`config.mk`:
```
export PLATFORM = sky130hd
export DESIGN_NAME = rcpq_ctrl
export DESIGN_NICKNAME = d
export VERILOG_FILES = /design/src/sv/rcpq_pkg.sv /design/src/sv/rcpq_ctrl.sv
export SDC_FILE = /design/constraint.sdc
export NUM_CORES = 1
export LEC_CHECK = 0
export BUFFER_PORTS_ARGS = -buffer_cell sky130_fd_sc_hd__buf_2
export CORE_AREA = 2 2 39 41
export CTS_CLUSTER_DIAMETER = 200
export DETAILED_ROUTE_END_ITERATION = 12
export DIE_AREA = 0 0 41 43
export GPL_TIMING_DRIVEN = 1
export PLACE_DENSITY_LB_ADDON = 0.05
export SLEW_MARGIN = 5
export SYNTH_ARGS = -nofsm -noshare
export SYNTH_HDL_FRONTEND = slang
export SYNTH_SLANG_ARGS = --single-unit
```
`constraint.sdc`:
```
create_clock -name clk -period 1.7 [get_ports clk]
set_input_delay 0.085 -clock clk [delete_from_list [all_inputs] [get_ports clk]]
set_output_delay 0.085 -clock clk [all_outputs]
set_load 0.05 [all_outputs]
```
`src/sv/rcpq_pkg.sv`:
```
`timescale 1ns / 1ps
// ----------------------------------------------------------------------------
// rcpq_pkg: shared types and constants
// Field widths, item kinds and the controller/datapath command and status.
// ----------------------------------------------------------------------------
package rcpq_pkg;

  localparam int POS_W = 11;
  localparam int VAL_W = 32;

  localparam logic KIND_UPDATE = 1'b0;
  localparam logic KIND_QUERY  = 1'b1;

  // Controller to datapath
  typedef struct packed {
    logic clr;       // clearing pass, one node per cycle
    logic load;      // capture the accepted item
    logic upd_a;     // update phase A: finish right write, read left node
    logic upd_b;     // update phase B: write left node, read right node, climb
    logic q_run;     // query walk towards the root
    logic out_load;  // move the query result into the output register
  } cmd_t;

  // Datapath to controller
  typedef struct packed {
    logic clr_last;  // last node being cleared
    logic upd_more;  // l < r, update walk not finished
    logic q_done;    // query path fully read and folded in
  } sts_t;

endpackage

```
`src/sv/rcpq_ctrl.sv`:
```
`timescale 1ns / 1ps
// ----------------------------------------------------------------------------
// rcpq_ctrl: sequencing state machine
// Clear sweep, update walk, query walk and the output handshake.
// ----------------------------------------------------------------------------
module rcpq_ctrl (
  input  logic           clk,
  input  logic           rst,
  input  logic           in_valid,
  output logic           in_ready,
  input  logic           kind,
  output logic           out_valid,
  input  logic           out_ready,
  output rcpq_pkg::cmd_t cmd,
  input  rcpq_pkg::sts_t sts
);

  import rcpq_pkg::*;

  localparam logic [2:0] ST_CLR  = 3'd0;
  localparam logic [2:0] ST_IDLE = 3'd1;
  localparam logic [2:0] ST_UA   = 3'd2;
  localparam logic [2:0] ST_UB   = 3'd3;
  localparam logic [2:0] ST_QRUN = 3'd4;
  localparam logic [2:0] ST_QOUT = 3'd5;

  logic [2:0] state, state_next;
  logic       accept, out_free;

  assign in_ready = (state == ST_IDLE);
  assign accept   = in_valid && in_ready;
  assign out_free = !out_valid || out_ready;

  always_comb begin
    state_next = state;
    cmd        = '0;
    unique case (state)
      ST_CLR: begin
        cmd.clr = 1'b1;
        if (sts.clr_last) state_next = ST_IDLE;
      end
      ST_IDLE: begin
        if (accept) begin
          cmd.load   = 1'b1;
          state_next = (kind == KIND_QUERY) ? ST_QRUN : ST_UA;
        end
      end
      ST_UA: begin
        cmd.upd_a  = 1'b1;
        state_next = sts.upd_more ? ST_UB : ST_IDLE;
      end
      ST_UB: begin
        cmd.upd_b  = 1'b1;
        state_next = ST_UA;
      end
      ST_QRUN: begin
        cmd.q_run = 1'b1;
        if (sts.q_done) state_next = ST_QOUT;
      end
      ST_QOUT: begin
        if (out_free) begin
          cmd.out_load = 1'b1;
          state_next   = ST_IDLE;
        end
      end
      default: state_next = ST_IDLE;
    endcase
  end

  always_ff @(posedge clk) begin
    if (rst) begin
      state     <= ST_CLR;
      out_valid <= 1'b0;
    end else begin
      state <= state_next;
      if (cmd.out_load) begin
        out_valid <= 1'b1;
      end else if (out_ready) begin
        out_valid <= 1'b0;
      end
    end
  end

endmodule

```
Word level (Yosys, flattened, before mapping)
Cells that the tools add are included.

Memory bits (read-only): 0. Memories kept: 0. Bits in latches: 0. Register bits: 4. Input bits: 8. Output and inout bits: 8. RAM bits: 0.

Multiply operators: 0. Equality and inequality tests: 9. Shifts and indexed selects: 0. Muxes and demuxes: 17. $lt $le $gt $ge: 0. Div/mod/pow operators: 0. Add/subtract/negate cells: 0. Bitwise operators: 0. Reductions and logical operators: 6.

Operators by type and width (count): $pmux W3 S6 (1); $mux W3 (5); $mux W1 (10); $eq A3 B2 Y1 const B (2); $eq A3 B3 Y1 const B (2); $ne A2 B2 Y1 const B (3); $reduce_and A4 Y1 (1); $eq A3 B1 Y1 const B (1); $logic_not A3 Y1 (1); $mux W2 (1); $ne A2 B1 Y1 const B (1); $reduce_bool A2 Y1 (1); $logic_and A1 B1 Y1 (1); $logic_not A1 Y1 (1); $logic_or A1 B1 Y1 (1).

Longest topological paths before layout
Gate-level depths: netlist of run 1.

Depth in word-level cells: 5. Mapped depth: 3. Mapped depth without buffers: 2.

Worst setup path after synthesis of run 1
No wires, ideal clock.

Path type: register to output. Start point: register out_valid. End point: output cmd[0] (netlist bit). Stages on the path, launching flop included: 3. Data required time: 1.615 ns. Path slack: -0.193 ns. Arrival time: 1.808 ns. Path buffers: 0. Cells stage by stage: dfxtp_1 -> nand2b_1 -> nor3b_1.

RTL lines: start: declaration (RTL line rcpq_ctrl.sv:12) `output logic out_valid,`; start signal: assignment (RTL line rcpq_ctrl.sv:73) `out_valid <= 1'b0;`; start signal: assignment (RTL line rcpq_ctrl.sv:77) `out_valid <= 1'b1;`; start signal: assignment (RTL line rcpq_ctrl.sv:79) `out_valid <= 1'b0;`; end: declaration (RTL line rcpq_ctrl.sv:14) `output rcpq_pkg::cmd_t cmd,`.

==> results of run 1 <==
-- power by group --
group	internal, mW	total, mW	switching, mW	leakage, nW
logic	0.0311	0.0926	0.0614	0.127
registers	0.0999	0.115	0.0155	0.0329
clock network	0.0789	0.117	0.0385	0.0138
total	0.210	0.325	0.115	0.173
-- state kept, by name, indices dropped and copies added (netlist names) --
register   cells
out_valid      1
state          3
-- per-layer routing --
metal | up-vias | GRT usage | part of all wire
li1 | 147 | - | -
met1 | 133 | 0.144 | 0.46
met2 | 10 | 0.150 | 0.48
met3 | 0 | 0.0628 | 0.063
met4 | 0 | 0.0200 | 0
met5 | - | 0 | 0
-- cells in the final DEF (no fill, tap or decap), drive strengths merged, types with 2 or more instances in the layout --
| cell | count |
|---|---|
| nand2b | 4 |
| buf | 15 |
| dfxtp | 4 |
| a221oi | 2 |
| nor3 | 2 |
| or2 | 3 |
| nor3b | 3 |
| clkbuf | 3 |
| a21oi | 2 |
| nor2 | 2 |
-- layout make-up --
class	instances	share of cell area
Multi-Input combinational cell	25	0.482
Tap cell	16	0.0511
Sequential cell	4	0.208
Timing Repair Buffer	15	0.192
Clock buffer	3	0.0575
Inverter	1	0.00958
-- timing repair --
item | in CTS | in global routing
setup endpoints to repair | 0 | 1
gates resized for setup | 0 | 1
hold endpoints to repair | 0 | 0
setup buffers | 0 | 0
-- kinds of logic (layout without fill, tap and decap cells) --
group	count (synthesis)	in the layout	share of synthesized area
AND/OR/NAND/NOR	17	17	0.364
AO/OA/AOI/OAI	7	7	0.211
flip-flops	4	4	0.281
buffers and inverters	4	19	0.110
multiplexers	1	1	0.0351
-- stage by stage --
stage                     cell area (um^2)  cells  hold slack [ps]   util
final                                  392     64             55.8  0.283
after global routing                   392     64             70.1  0.283
after CTS                              390     64             61.4  0.282
after detailed placement               368     61              306  0.266
after global placement                 368     61              312  0.266
after floorplan                        300     33              151      -
-- worst max-delay path by stage --
stage / cells past startpoint / slack [ps] / endpoint / from
6_report: 3 / 170 / cmd[1] / state[2]
5_1_grt: 3 / 70 / cmd[1] / state[2]
4_1_cts: 3 / 100 / cmd[4] / state[0]
3_5_place_dp: 3 / 360 / cmd[4] / state[0]
3_3_place_gp: 3 / 370 / cmd[4] / state[0]
2_1_floorplan: 3 / -0.09 / cmd[1] / state[2]
==> results.ini, run 1 <==
[layout]
seq_area_um2=81.3
multi_input_area_um2=189
drive_above_1_share=0.542
antenna_cells=0
fillers=168
final_nets=58
syn_to_final_growth_pct=37.3

[sta]
fmax_ghz=0.652
rsz0062_at_grt=false
fin_worst_skew_ps=0.932
max_slew_margin=0.703
fin_crit_sh=0.902
final_hold_viol_count=0
setup_violations=0
drv_slew=0
setup-tns-final_ps=0
fin_crit_ps=1530
tightest_slew_ps=445
worst_slack_ps=167

[global_route]
gr-total-overflow=0
grt_use_total=0.108
first_global_vias=294
grt_pass1_wl_um=1300
grt_max_degree=15
antenna_found_initial=0

[drt]
viasPerCell=4.53
vias=290
wirelength_um=762
first_iter_violations=3
antenna_left=0
first_pass_iters=3
wl_per_cell_um=11.9
drcViolationCount=0

[clocking]
cts_tree=yes
clock_path_buffers=2
cts_made_buffers=3
cts_hold_buf=0
cts_sinks=4
clockRootBuffer=clkbuf_4
cts_max_level=1
path_clk_slew_ps=40
clk_latency_ps=230

[min_path]
hold_end=state[0]
hold_path_depth=2
hold_path.startpoint=rst
hold_path_class=in2reg

[yosys]
yosys_warnings=0
synth_top_area_cell=dfxtp_1
async_reset_ff_frac=0
netlist.area_leader.share=0.281
ys_seq_area_frac=0.281
ys_seq_elements=4
yosys.cell_types.count=19
syn_area_per_cell_um2=8.64
synth_area_leaders=dfxtp_1, a221oi_2, nand2b_1, buf_6, nor3b_1
synthTopCellsByCount=dfxtp_1, nand2b_1, nor3b_1
synth_edf_count=0
syn-instance-count=33
syn_nets=41
synth_top_flop_cell=dfxtp_1
syn_area_um2=285

[worst_setup_path]
cp.required_ps=1620
critPathTopFamily=flip-flops
reg2reg_to=state[0]
rrSetupSlack_ps=620
slowest_stage=dfxtp_1
critPathLaunchType=register
crit_fanout=11
critPathArrivalTime_ps=1450
r2r_cells=2
max_stage_delay_ps=580
critPathKind=reg2out
cp.buffers_inverters=2
worstReg2RegStart=state[1]
critPathCaptureType=output port
path_cells=inv_1, nor3_1, buf_2

[pwr]
p_leak_nw=0.173
peakVddDrop_mv=0.278
p_total_mw=0.325
power_density_nw_per_um2=831

[floorplan]
fp.dieArea_um2=1760
core-area_um2=1380
start_util=0.206
rows=14
die_w_um=41
ios=16
fp.dieH_um=43

[placed_design]
pre_cts_slack_ps=358
dp_hpwl_um=555
place_congestion=0.614
io_buffers=15

[outcome]
status=completed

[run]
drv_cap=0

No activity file was read; power rests on OpenSTA's default activity.
==> run 2, diff against run 1 <==
PLACE_DENSITY = 0.45   (was default)
PLACE_DENSITY_LB_ADDON = default   (was 0.05)
SLEW_MARGIN = default   (was 5)
clock period = 1.9 ns   (was 1.7 ns; I/O delays follow)
==> run 2 against run 1 <==
Against the previous run:
- sequential cell count unchanged
- cell area down 2.9%
- core utilization down 0.81 points
- die area unchanged
- global-route usage down 0.69 points
- clock power down 11%
- worst setup slack better by 160 ps
- first-iteration DRC count down 100%
- power down 12%
- critical path depth unchanged
- clock-buffer cell count unchanged
- cell count unchanged
- highest routed layer unchanged
==> results.ini, run 2 (synthesis gave the netlist of run 1 again) <==
[outcome]
status=completed  ; unchanged

[placed_design]
io_buffers=15  ; unchanged
place_congestion=0.723  ; was 0.614
pre_cts_slack_ps=562  ; was 358 ps
dp_hpwl_um=503  ; was 555 um

[layout]
multi_input_area_um2=179  ; was 189 um^2
final_util=0.275  ; was 0.283
reg_top3=state (3), out_valid (1)  ; unchanged
seq_area_um2=80.1  ; was 81.3 um^2
drive_above_1_share=0.479  ; was 0.542
regMostFlops=state  ; unchanged
fillers=149  ; was 168
layout_common_cells=buf_2, nand2b_1, dfxtp_1  ; was buf_2, nand2b_1, nor3b_2, clkbuf_4, dfxtp_1
antenna_cells=0  ; unchanged
final_common_cell=buf_2  ; unchanged
largest_reg_flops=3  ; unchanged
final_nets=58  ; unchanged
syn_to_final_growth_pct=33.3  ; was 37.3%

[min_path]
hold_path_class=in2reg  ; unchanged

[clocking]
cts_max_level=1  ; unchanged
clock_path_buffers=2  ; unchanged
clk_latency_ps=230  ; about the same
path_clk_slew_ps=40  ; about the same
cts_tree=yes  ; unchanged
cts_made_buffers=3  ; unchanged
clockRootBuffer=clkbuf_4  ; unchanged
cts_hold_buf=0  ; unchanged
cts_setup_buffers=0  ; unchanged
cts_resized=0  ; unchanged
cts_sinks=4  ; unchanged

[drt]
first_pass_iters=1  ; was 3
vias=290  ; unchanged
first_iter_violations=0  ; was 3
viasPerCell=4.53  ; unchanged
antenna_left=0  ; unchanged
wirelength_um=683  ; was 762 um
wl_per_cell_um=10.7  ; was 11.9 um
drcViolationCount=0  ; unchanged

[global_route]
grt_use_total=0.101  ; was 0.108
first_global_vias=271  ; was 294
antenna_found_initial=0  ; unchanged
gr-total-overflow=0  ; unchanged
grt_max_degree=15  ; unchanged
grt_pass1_wl_um=1210  ; was 1300 um

[pwr]
p_seq_frac=0.353  ; was 0.355
power_density_nw_per_um2=754  ; was 831 nW/um^2
power_frac_clock=0.362  ; was 0.361
p_int_mw=0.186  ; was 0.210 mW
p_sw_frac=0.350  ; was 0.355
p_leak_nw=0.168  ; was 0.173 nW
peakVddDrop_mv=0.184  ; was 0.278 mV
p_sw_mw=0.100  ; was 0.115 mW
combinationalPowerShare=0.285  ; was 0.284

[sta]
tightest_slew_ps=414  ; was 445 ps
setup_violations=0  ; unchanged
drv_slew=0  ; unchanged
final_hold_viol_count=0  ; unchanged
setup-tns-final_ps=0  ; unchanged
fin_worst_skew_ps=1.65  ; was 0.932 ps
fmax_ghz=0.636
fin_crit_sh=0.828
worst_slack_ps=327  ; was 167 ps
max_slew_margin=0.724  ; was 0.703
fin_crit_ps=1570
rsz0062_at_grt=false  ; unchanged

[worst_setup_path]
critPathCaptureType=output port  ; unchanged
worstReg2RegStart=state[1]  ; unchanged
crit_path_end=cmd[4]  ; was cmd[1]
critPathLaunchType=register  ; unchanged
cp.required_ps=1800  ; was 1620 ps
crit_start=state[0]  ; was state[2]
reg2reg_to=state[0]  ; unchanged
crit_fanout=14  ; was 11
rrSetupSlack_ps=840  ; was 620 ps
critPathKind=reg2out  ; unchanged
r2r_cells=2  ; unchanged
critPathArrivalTime_ps=1480  ; was 1450 ps

[run]
drv_cap=0  ; unchanged

[floorplan]
rows=14  ; unchanged
fp.dieArea_um2=1760  ; unchanged
fp.dieH_um=43  ; unchanged
start_util=0.206  ; unchanged
die_w_um=41  ; unchanged
ios=16  ; unchanged
core-area_um2=1380  ; unchanged

run 2: cell counts in the layout (fill, tap and decap cells not counted):
Identical to the previous run, type by type.
run 2: stage by stage:
step / instance area, um^2 / cells / hold WS, ps / total power [mW]
2_1_floorplan: 290 / 33 / 161 / 0.167
3_3_place_gp: 358 / 61 / 327 / 0.185
3_5_place_dp: 358 / 61 / 314 / 0.185
4_1_cts: 380 / 64 / 70.4 / 0.293
5_1_grt: 380 / 64 / 89.9 / 0.305
6_report: 380 / 64 / 77.4 / 0.287
run 2: cell type report:
| cell class | count | share of cell area |
|---|---|---|
| repair buffers | 15 | 0.197 |
| flip-flops and latches | 4 | 0.211 |
| clock buffers | 3 | 0.0592 |
| multi-input cells | 25 | 0.470 |
| inverters | 1 | 0.00987 |
| well taps | 16 | 0.0526 |
run 2: routing by layer:
layer | global-route usage | wire (um)
met1 | 0.145 | 307
met2 | 0.125 | 323
met3 | 0.0366 | 52
met4 | 0.0600 | 0
met5 | 0 | 0
run 2: worst max-delay path, cell delays in order (launching register included):
cell and delay (ps):
dfxtp_1 560, nand2b_1 170, nor3b_1 220, buf_2 290
run 2: worst min path at each step:
stage | startpoint | endpoint | slack [ps] | cells after the start
5_1_grt | rst | state[0] | 90 | 2
3_5_place_dp | rst | state[0] | 310 | 2
2_1_floorplan | rst | state[0] | 160 | 1
4_1_cts | rst | state[0] | 70 | 2
6_report | rst | state[0] | 80 | 2
3_3_place_gp | rst | out_valid | 330 | 2
run 2: power groups by stage:
stage,clock network [mW],logic (mW),registers (mW)
2_1_floorplan,0,0.0726,0.0940
3_3_place_gp,0,0.0825,0.102
3_5_place_dp,0,0.0823,0.103
4_1_cts,0.110,0.0827,0.101
5_1_grt,0.112,0.0884,0.104
6_report,0.104,0.0817,0.101
